### config.mk
export PLATFORM = sky130hd
export DESIGN_NAME = kfq_ram
export DESIGN_NICKNAME = d
export VERILOG_FILES = /design/src/rtl/keyed_frame_metadata_queue_unit_macros.svh /design/src/rtl/kfq_ram.sv
export SDC_FILE = /design/constraint.sdc
export NUM_CORES = 1
export LEC_CHECK = 0
export ABC_AREA = 1
export BUFFER_PORTS_ARGS = -buffer_cell sky130_fd_sc_hd__clkbuf_2
export CORE_ASPECT_RATIO = 2
export CORE_MARGIN = 5
export CORE_UTILIZATION = 65
export CTS_CLUSTER_DIAMETER = 60
export CTS_CLUSTER_SIZE = 16
export DETAILED_ROUTE_END_ITERATION = 10
export PLACE_DENSITY = 0.81
export SYNTH_ARGS = -nofsm -noshare
export SYNTH_HDL_FRONTEND = slang
export SYNTH_SLANG_ARGS = --single-unit
### constraint.sdc
create_clock -name clk -period 1.8 [get_ports clk]
set_input_delay 0.27 -clock clk [delete_from_list [all_inputs] [get_ports clk]]
set_output_delay 0.27 -clock clk [all_outputs]
set_load 0.01 [all_outputs]
### src/rtl/keyed_frame_metadata_queue_unit_macros.svh
// Assertion macros for the keyed frame metadata queue.
// Used by the top level; expects clk and rst in scope.
`ifndef KEYED_FRAME_METADATA_QUEUE_UNIT_MACROS_SVH
`define KEYED_FRAME_METADATA_QUEUE_UNIT_MACROS_SVH

// Same-cycle implication, off during reset
`define KFQ_AST_NOW(label, ante, cons) \
  label: assert property (@(posedge clk) disable iff (rst) (ante) |-> (cons)) \
    else $error("kfq assertion failed");

// Next-cycle implication, off during reset
`define KFQ_AST_NXT(label, ante, cons) \
  label: assert property (@(posedge clk) disable iff (rst) (ante) |=> (cons)) \
    else $error("kfq assertion failed");

`endif

### src/rtl/kfq_ram.sv
// Generic single-write, single-read RAM with registered read data.
// No dependencies.
`default_nettype none
module kfq_ram #(
  parameter int WIDTH = 8,
  parameter int DEPTH = 16
) (
  input  wire logic                     clk,
  input  wire logic                     we,
  input  wire logic [$clog2(DEPTH)-1:0] waddr,
  input  wire logic [WIDTH-1:0]         wdata,
  input  wire logic [$clog2(DEPTH)-1:0] raddr,
  output      logic [WIDTH-1:0]         rdata
);

  logic [WIDTH-1:0] mem [DEPTH];

  // Write and registered read
  always_ff @(posedge clk) begin
    if (we) begin
      mem[waddr] <= wdata;
    end
    rdata <= mem[raddr];
  end

endmodule
`default_nettype wire
==> results.json, run 1 <==
{
  "multi_input_area_sq_mm": 0.001214,
  "cts_tree": "built",
  "clk_latency_ns": 0.41,
  "chipHeight_microns": 143.2,
  "cp-start-kind": "flip-flop",
  "slew_headroom_pct": 52.39,
  "clockBufferDepth": 2,
  "grt_pass1_vias": 3959,
  "dr.pass1.iters": 7,
  "finalSetupTns_ns": 0,
  "root_buffer": "clkbuf_16",
  "synth_nets": 569,
  "routed_wl_microns": 12650,
  "cts.htree.levels": 4,
  "p_leak_nw": 2.898,
  "path_depth": 1,
  "path_cells": "clkbuf_2",
  "avgSynthCellArea_sq_um": 10.47,
  "hold_path.class": "input port to flip-flop",
  "setup_viol": 0,
  "outcome": "finished clean",
  "ys_ff_latch": 136,
  "cts_buffers": 17,
  "port_buffers": 25,
  "tightest_slew_ns": 0.7116,
  "drc": 0,
  "timing.hold.ws_ns": 0.2602,
  "cpLargestDelayFamily": "flip-flops",
  "place_ws_ns": 0.2648,
  "grt_pass1_wl_microns": 20270,
  "worstSetupPathType": "flip-flop to output pin",
  "worst_hold_path.num_cells": 3,
  "clkSinkCount": 136,
  "finalMaxSlewViolations": 0,
  "track_usage_pct": 24.98,
  "p_per_area_mw_per_mm2": 1073,
  "grt_max_degree": 65,
  "io_pins": 26,
  "cts.clk_slew.worst_paths_ns": 0.05,
  "synth_area_sq_mm": 0.005767,
  "die_w_microns": 76.61,
  "synth_top_area_share_pct": 66.65,
  "place_congestion": 0.9430,
  "dpl.hpwl_microns": 8143,
  "register_area_sq_mm": 0.004004,
  "fin_crit_ns": 1.167,
  "route.detailed.wl_per_inst_microns": 17.96,
  "yosysSeqAreaShare_pct": 69.43,
  "antenna_found_initial": 0,
  "synthTopCellsByArea": "edfxtp_1 (67%), nand2_1 (11%), nand3_1 (8.4%)",
  "yosysUniqueCellTypes": 12,
  "core_sq_mm": 0.008648,
  "diodes": 0,
  "maxCapViolCount": 0,
  "min_period_over_period_pct": 64.84,
  "ys_warn_count": 0,
  "path_max_fanout": 1,
  "drive_above_1_share_pct": 12.09,
  "antenna_left": 0,
  "ir_drop_mv": 1.145,
  "netlist_instances": 551,
  "skew_ns": 0.006799,
  "crit_buf_inv": 1,
  "fillerInstances": 563,
  "synth_top_cell_by_area": "edfxtp_1",
  "drt_iter0_drc": 385,
  "hold_viol_final": 0,
  "cp-end-kind": "output pin",
  "cp_slowest_cell": "dfxtp_1",
  "design.die.area_sq_mm": 0.01097,
  "vias_per_cell": 5.597,
  "ctsHoldBuffers": 0,
  "post_cts_buffers": 0,
  "syn_to_final_growth_pct": 13.65,
  "setup_slack_ns": 0.6329,
  "vias": 3940,
  "max_freq_ghz": 0.8568,
  "placementRows": 48,
  "start_util_pct": 66.68,
  "rsz0062_at_grt": "false",
  "grt_overflow": 0,
  "arrival_ns": 0.90,
  "ctsResizeCount": 0,
  "worstRegToRegCells": 6,
  "cp.required_ns": 1.53,
  "nets": 610,
  "cpPeakStageDelay_ns": 0.34
}
[power by group]
group	internal (W)	leakage (nW)	switching [W]
clock network	0.00186	0.260	0.00117
registers	0.00354	1.22	0.0000218
logic	0.000129	1.41	0.000312
total	0.00553	2.90	0.00150
[cells by family (layout without fill, tap and decap cells)]
family / after synthesis / count (layout) / share of synthesized area (%)
simple gates: 289 / 289 / 21.05
flops: 136 / 136 / 69.43
buf+inv: 126 / 179 / 9.525
[cell type report]
type	count	area share, %
Clock buffer	20	6.663
Tap cell	100	1.909
Clock inverter	11	1.279
Timing Repair Buffer	46	4.696
Inverter	102	5.842
Multi-Input combinational cell	289	18.52
Sequential cell	136	61.09
[layer usage]
metal	up-vias	GRT usage [%]	wire length [microns]
met1	1863	26.92	4357
li1	1857	-	-
met3	48	5.808	838
met4	0	14.38	705
met2	172	44.39	6744
met5	-	0	0
[state kept, by name, indices dropped and copies added (netlist names)]
signal / cells
rdata: 8
mem: 128
[cells in the mapped netlist]
cell type  count
nor2_1        17
edfxtp_1     128
inv_2          2
buf_4          4
buf_1          1
nand2_1      173
nand3_1       97
inv_1        100
dfxtp_1        8
nand3b_1       2
buf_2         13
buf_6          6
[stage by stage]
stage                     instance area [sq um]  utilization, %  instances  total power (W)
after detailed placement                   6033           69.76        673         0.004065
after CTS                                  6554           75.78        704         0.007050
final                                      6554           75.78        704         0.007034
after floorplan                            5767               -        551         0.003883
after global placement                     6033           69.76        673         0.004054
after global routing                       6554           75.78        704         0.007276
[path summary, 6_finish.rpt]
kind	start	slack [ns]	end
worst min-delay path	raddr[3]	0.26	rdata[6]$_DFF_P_
worst min register to register	mem[15][6]$_DFFE_PP_	0.67	rdata[6]$_DFF_P_
worst max register to register	mem[5][1]$_DFFE_PP_	0.77	rdata[1]$_DFF_P_
worst max-delay path	rdata[5]$_DFF_P_	0.63	rdata[5]
[cell usage in the layout, fill, tap and decap left out, types with 5 or more instances in the layout]
master	Yosys	routed
nor2_1	17	17
clkbuf_2	0	25
clkinv_2	0	5
dfxtp_1	8	8
nand2_1	173	173
nand3_1	97	97
clkbuf_16	0	17
edfxtp_1	128	128
buf_4	4	19
inv_1	100	100
Power figures use the tool's default switching activity.
==> run 2: changes to the inputs <==
--- a/config.mk
+++ b/config.mk
@@ -5,15 +5,15 @@
 export SDC_FILE = /design/constraint.sdc
 export NUM_CORES = 1
 export LEC_CHECK = 0
-export ABC_AREA = 1
+export ABC_AREA = 0
 export BUFFER_PORTS_ARGS = -buffer_cell sky130_fd_sc_hd__clkbuf_2
 export CORE_ASPECT_RATIO = 2
 export CORE_MARGIN = 5
-export CORE_UTILIZATION = 65
+export CORE_UTILIZATION = 60
 export CTS_CLUSTER_DIAMETER = 60
 export CTS_CLUSTER_SIZE = 16
 export DETAILED_ROUTE_END_ITERATION = 10
-export PLACE_DENSITY = 0.81
+export PLACE_DENSITY = 0.75
 export SYNTH_ARGS = -nofsm -noshare
 export SYNTH_HDL_FRONTEND = slang
 export SYNTH_SLANG_ARGS = --single-unit
==> constraint.sdc (replaced) <==
create_clock -name clk -period 1.1 [get_ports clk]
set_input_delay 0.165 -clock clk [delete_from_list [all_inputs] [get_ports clk]]
set_output_delay 0.165 -clock clk [all_outputs]
set_load 0.01 [all_outputs]
==> results.json, run 2 <==
{
  "synth.most_common_cell": "edfxtp_1",
  "synthTopCellsByArea": "edfxtp_1 (75%), mux4_2 (7.9%), mux4_1 (7.1%)",
  "clockBufferDepth": 2,
  "vias_per_cell": 6.127,
  "die_w_microns": 75.50,
  "placementRows": 47,
  "largestRegisters": "mem (128), rdata (8)",
  "tightest_slew_ns": 0.7876,
  "avgSynthCellArea_sq_um": 22.48,
  "drc": 0,
  "worstRegToRegCells": 3,
  "final_common_cell": "edfxtp_1",
  "grt_overflow": 0,
  "drt_iter0_drc": 208,
  "dr.pass1.iters": 4,
  "io_pins": 26,
  "cp-end-kind": "flip-flop",
  "hold_path.class": "input port to flip-flop",
  "ys_ff_latch": 136,
  "outcome": "finished with violations",
  "synth_nets": 247,
  "ir_drop_mv": 2.047,
  "max_freq_ghz": 0.7468,
  "synth_top_cell_by_area": "edfxtp_1",
  "netlist_instances": 229,
  "port_buffers": 25,
  "fillerInstances": 452,
  "synth_top_area_share_pct": 74.67,
  "p_per_area_mw_per_mm2": 1898,
  "clkSinkCount": 136,
  "drive_above_1_share_pct": 41.64,
  "cts.htree.levels": 4,
  "cts.clk_slew.worst_paths_ns": 0.06,
  "diodes": 0,
  "largest_reg_flops": 128,
  "ys_warn_count": 0,
  "setup_slack_ns": -0.2390,
  "start_util_pct": 61.64,
  "hold_viol_final": 0,
  "vias": 2469,
  "grt_max_degree": 23,
  "post_cts_buffers": 0,
  "dpl.hpwl_microns": 6384,
  "grt_pass1_wl_microns": 15730,
  "violations": "setup timing",
  "cts_buffers": 17,
  "rrSetupSlack_ns": -0.24,
  "synth_edf_count": 128,
  "worst_hold_path.num_cells": 1,
  "route.detailed.wl_per_inst_microns": 25.43,
  "antenna_found_initial": 0,
  "path_max_fanout": 1,
  "ctsHoldBuffers": 0,
  "skew_ns": 0.005939,
  "cts_tree": "built",
  "async_flop_share_pct": 0,
  "arrival_ns": 1.63,
  "chipHeight_microns": 141.0,
  "rsz0062_at_grt": "true",
  "synth_area_sq_mm": 0.005147,
  "clk_latency_ns": 0.41,
  "final_util_pct": 75.74,
  "antenna_left": 0,
  "routed_wl_microns": 10250,
  "place_congestion": 0.7402,
  "synthFlopType": "edfxtp_1",
  "finalMaxSlewViolations": 0,
  "setup_viol": 8,
  "worstSetupPathType": "flip-flop to flip-flop",
  "maxCapViolCount": 0,
  "cp.required_ns": 1.39,
  "yosysUniqueCellTypes": 19,
  "timing.hold.ws_ns": 0.1707,
  "ys_top_cells_by_count": "edfxtp_1 (128), mux4_2 (18), a22oi_1 (16), mux4_1 (14), nor2_1 (13)",
  "nets": 310,
  "syn_to_final_growth_pct": 22.87,
  "layout_common_cells": "edfxtp_1 (128), mux4_2 (31), clkbuf_2 (25)",
  "design.die.area_sq_mm": 0.01064,
  "track_usage_pct": 22.11,
  "slew_headroom_pct": 47.38,
  "root_buffer": "clkbuf_16",
  "reg2reg_to": "rdata[3]$_DFF_P_",
  "place_ws_ns": -0.4273,
  "yosysSeqAreaShare_pct": 77.78,
  "core_sq_mm": 0.008351,
  "p_leak_nw": 2.137,
  "grt_pass1_vias": 2638,
  "finalPower_w": 0.01200,
  "r2r_start": "mem[2][3]$_DFFE_PP_",
  "min_period_over_period_pct": 121.7,
  "holdPathEnd": "mem[0][0]$_DFFE_PP_",
  "fin_crit_ns": 1.339,
  "regMostFlops": "mem",
  "cp-start-kind": "flip-flop",
  "hold_start": "wdata[0]"
}
[run 2: changes by cell type after synthesis, moves of 4 or more]
cell / previous run / this run
a22oi_1: 0 / 16
buf_2: 13 / 3
inv_1: 100 / 0
mux4_1: 0 / 14
mux4_2: 0 / 18
nand2_1: 173 / 9
nand3_1: 97 / 1
nor2_1: 17 / 13
nor3_1: 0 / 4
[run 2: per-layer routing]
layer / GRT usage, % / up-vias / wire length (microns)
li1: - / 1088 / -
met1: 23.45 / 1284 / 3482
met2: 39.44 / 76 / 6084
met3: 5.346 / 21 / 383
met4: 10.23 / 0 / 299
met5: 0 / - / 0
[run 2: per-stage QoR]
step | TNS, ns | area (sq um) | instances
floorplan | -5.031 | 5196 | 229
global placement | -23.31 | 5729 | 371
detailed placement | -24.85 | 5729 | 371
CTS | -1.665 | 6320 | 403
global route | -1.875 | 6325 | 403
finish | -1.461 | 6325 | 403
[run 2: power breakdown]
part,total (W),switching (W),leakage [nW],internal (W)
combinational,0.000629,0.000337,0.632,0.000292
clock,0.00554,0.00200,0.281,0.00354
sequential,0.00584,0.0000382,1.22,0.00580
[run 2: cells by family (layout without fill, tap and decap cells)]
kind of cell / count (synthesis) / count (layout) / share of synthesized area (%)
AOI/OAI and AO/OA: 16 / 16 / 2.334
DFF: 136 / 136 / 77.78
and+or+nand+nor: 35 / 35 / 3.184
muxes: 32 / 32 / 15.02
buffers and inverters: 10 / 86 / 1.677
[run 2: layout make-up]
type / instances / area, sq um / area share [%]
multi-input cells: 83 / 1082 / 17.11
clock buffers: 19 / 432.9 / 6.845
flip-flops and latches: 136 / 4004 / 63.30
clock inverters: 13 / 152.6 / 2.413
repair buffers: 54 / 530.5 / 8.388
well taps: 98 / 122.6 / 1.939
[run 2: worst max path at each step]
stage          cells after the start  slack [ns]                start                  end
3_5_place_dp                       5       -0.43             raddr[0]     rdata[6]$_DFF_P_
4_1_cts                            3       -0.26  mem[2][3]$_DFFE_PP_     rdata[3]$_DFF_P_
6_report                           3       -0.24  mem[2][3]$_DFFE_PP_     rdata[3]$_DFF_P_
2_1_floorplan                      2       -0.17             waddr[2]  mem[0][0]$_DFFE_PP_
5_1_grt                            3       -0.25  mem[2][3]$_DFFE_PP_     rdata[3]$_DFF_P_
3_3_place_gp                       5       -0.41             raddr[0]     rdata[6]$_DFF_P_
[run 2: what timing repair did]
action,4_1_cts,5_1_grt
resized for setup,1,1
gates cloned,0,0
setup endpoints to repair,8,8
hold endpoints to repair,0,0
[run 2: critical path, stage by stage, from the launching register on]
cell and delay [ns]:
edfxtp_1 0.42, mux4_2 0.53, a22oi_2 0.19, nand2_1 0.08
==> run 3: changes to the inputs <==
--- a/config.mk
+++ b/config.mk
@@ -7,6 +7,7 @@
 export LEC_CHECK = 0
 export ABC_AREA = 0
 export BUFFER_PORTS_ARGS = -buffer_cell sky130_fd_sc_hd__clkbuf_2
+export CAP_MARGIN = 15
 export CORE_ASPECT_RATIO = 2
 export CORE_MARGIN = 5
 export CORE_UTILIZATION = 60
==> constraint.sdc (replaced) <==
create_clock -name clk -period 1.5 [get_ports clk]
set_input_delay 0.225 -clock clk [delete_from_list [all_inputs] [get_ports clk]]
set_output_delay 0.225 -clock clk [all_outputs]
set_load 0.01 [all_outputs]
==> results.json, run 3 (same netlist as run 2, synthesis figures left out) <==
{
  "post_cts_buffers": 0,
  "cts.clk_slew.worst_paths_ns": 0.05,
  "max_freq_ghz": 0.7196,
  "largestRegisters": "mem (128), rdata (8)",
  "ctsHoldBuffers": 0,
  "syn_to_final_growth_pct": 20.56,
  "die_w_microns": 75.50,
  "cp_slowest_cell": "mux4_1",
  "root_buffer": "clkbuf_16",
  "grt_pass1_vias": 2679,
  "hold_viol_final": 0,
  "setup_slack_ns": 0.1103,
  "drc": 0,
  "chipHeight_microns": 141.0,
  "drt_iter0_drc": 186,
  "cp.required_ns": 1.80,
  "path_max_fanout": 1,
  "final_common_cell": "edfxtp_1",
  "p_leak_nw": 2.184,
  "antenna_left": 0,
  "route.detailed.wl_per_inst_microns": 24.63,
  "drive_above_1_share_pct": 33.88,
  "diodes": 0,
  "skew_ns": 0.007073,
  "p_per_area_mw_per_mm2": 1451,
  "layout_common_cells": "edfxtp_1 (128), buf_4 (28), clkbuf_2 (25)",
  "hold_path.class": "input port to flip-flop",
  "cp-start-kind": "flip-flop",
  "register_area_sq_mm": 0.004004,
  "setup_viol": 0,
  "start_util_pct": 61.64,
  "min_period_over_period_pct": 92.65,
  "maxCapViolCount": 0,
  "clockBufferDepth": 2,
  "grt_max_degree": 33,
  "cts_buffers": 17,
  "clkSinkCount": 136,
  "place_congestion": 0.7376,
  "design.die.area_sq_mm": 0.01064,
  "port_buffers": 25,
  "cpPeakStageDelay_ns": 0.57,
  "place_ws_ns": -0.1058,
  "clk_latency_ns": 0.41,
  "track_usage_pct": 21.25,
  "multi_input_area_sq_mm": 0.001062,
  "path_cells": "mux4_1, a22oi_1, nand2_1",
  "routed_wl_microns": 9974,
  "grt_overflow": 0,
  "rsz0062_at_grt": "false",
  "fin_crit_ns": 1.390,
  "worstSetupPathType": "flip-flop to flip-flop",
  "arrival_ns": 1.69,
  "finalMaxSlewViolations": 0,
  "ir_drop_mv": 1.024,
  "placementRows": 47,
  "vias": 2527,
  "dr.pass1.iters": 6,
  "timing.hold.ws_ns": 0.2389,
  "slew_headroom_pct": 73.05,
  "tightest_slew_ns": 0.4042,
  "grt_pass1_wl_microns": 15230,
  "cp-end-kind": "flip-flop",
  "fillerInstances": 457,
  "outcome": "finished clean",
  "io_pins": 26,
  "nets": 312,
  "final_util_pct": 74.32,
  "dpl.hpwl_microns": 6392,
  "largest_reg_flops": 128,
  "core_sq_mm": 0.008351,
  "regMostFlops": "mem",
  "vias_per_cell": 6.240,
  "cts.htree.levels": 4,
  "ctsResizeCount": 0,
  "antenna_found_initial": 0,
  "cts_tree": "built"
}
-- run 3: cell types whose count changed in the layout (fill, tap and decap cells not counted), moves of 9 or more --
cell | before | now
mux4_1 | 1 | 14
nor2_2 | 9 | 0
nor2_1 | 4 | 13
buf_12 | 15 | 3
buf_4 | 14 | 28
mux4_2 | 31 | 18
-- run 3: metal layers --
metal	wire [microns]	part of all wire, %	vias up	global-route usage, %
met5	0	0	-	0
met4	238	2.4	0	7.834
met3	493	4.9	24	5.560
met2	5700	57	103	36.66
met1	3541	36	1296	24.79
li1	-	-	1104	-
-- run 3: final timing paths --
path,startpoint,endpoint,slack (ns),cells after the start
hold / removal,wdata[2],mem[2][2]$_DFFE_PP_,0.24,1
hold reg to reg,mem[15][6]$_DFFE_PP_,rdata[6]$_DFF_P_,0.67,3
setup / recovery,mem[5][3]$_DFFE_PP_,rdata[3]$_DFF_P_,0.11,3
setup reg to reg,mem[5][3]$_DFFE_PP_,rdata[3]$_DFF_P_,0.11,3
-- run 3: area by class of cell --
| cell class | instances | share of cell area, % |
|---|---|---|
| Tap cell | 98 | 1.976 |
| Clock buffer | 22 | 7.641 |
| Multi-Input combinational cell | 83 | 17.12 |
| Sequential cell | 136 | 64.52 |
| Clock inverter | 10 | 2.379 |
| Timing Repair Buffer | 56 | 6.371 |
-- run 3: critical path: cells and delay by family, from the launching register on --
family | cells | cell delay (ns)
AOI/OAI and AO/OA | 1 | 0.24
DFF | 1 | 0.38
muxes | 1 | 0.57
and+or+nand+nor | 1 | 0.08
-- run 3: stage by stage --
| step | TNS, ns | area [sq um] | instances | power, W |
|---|---|---|---|---|
| floorplan | 0 | 5152 | 229 | 0.004574 |
| global placement | -0.3078 | 5584 | 373 | 0.004757 |
| detailed placement | -0.5059 | 5584 | 373 | 0.004775 |
| CTS | 0 | 6206 | 405 | 0.009047 |
| global route | 0 | 6206 | 405 | 0.009294 |
| finish | 0 | 6206 | 405 | 0.009005 |
-- run 3: power breakdown --
| group | switching (W) | total [W] | internal (W) |
|---|---|---|---|
| Sequential | 0.0000249 | 0.00428 | 0.00425 |
| Clock | 0.00142 | 0.00431 | 0.00289 |
| Combinational | 0.000232 | 0.000420 | 0.000188 |
| Total | 0.00168 | 0.00901 | 0.00733 |
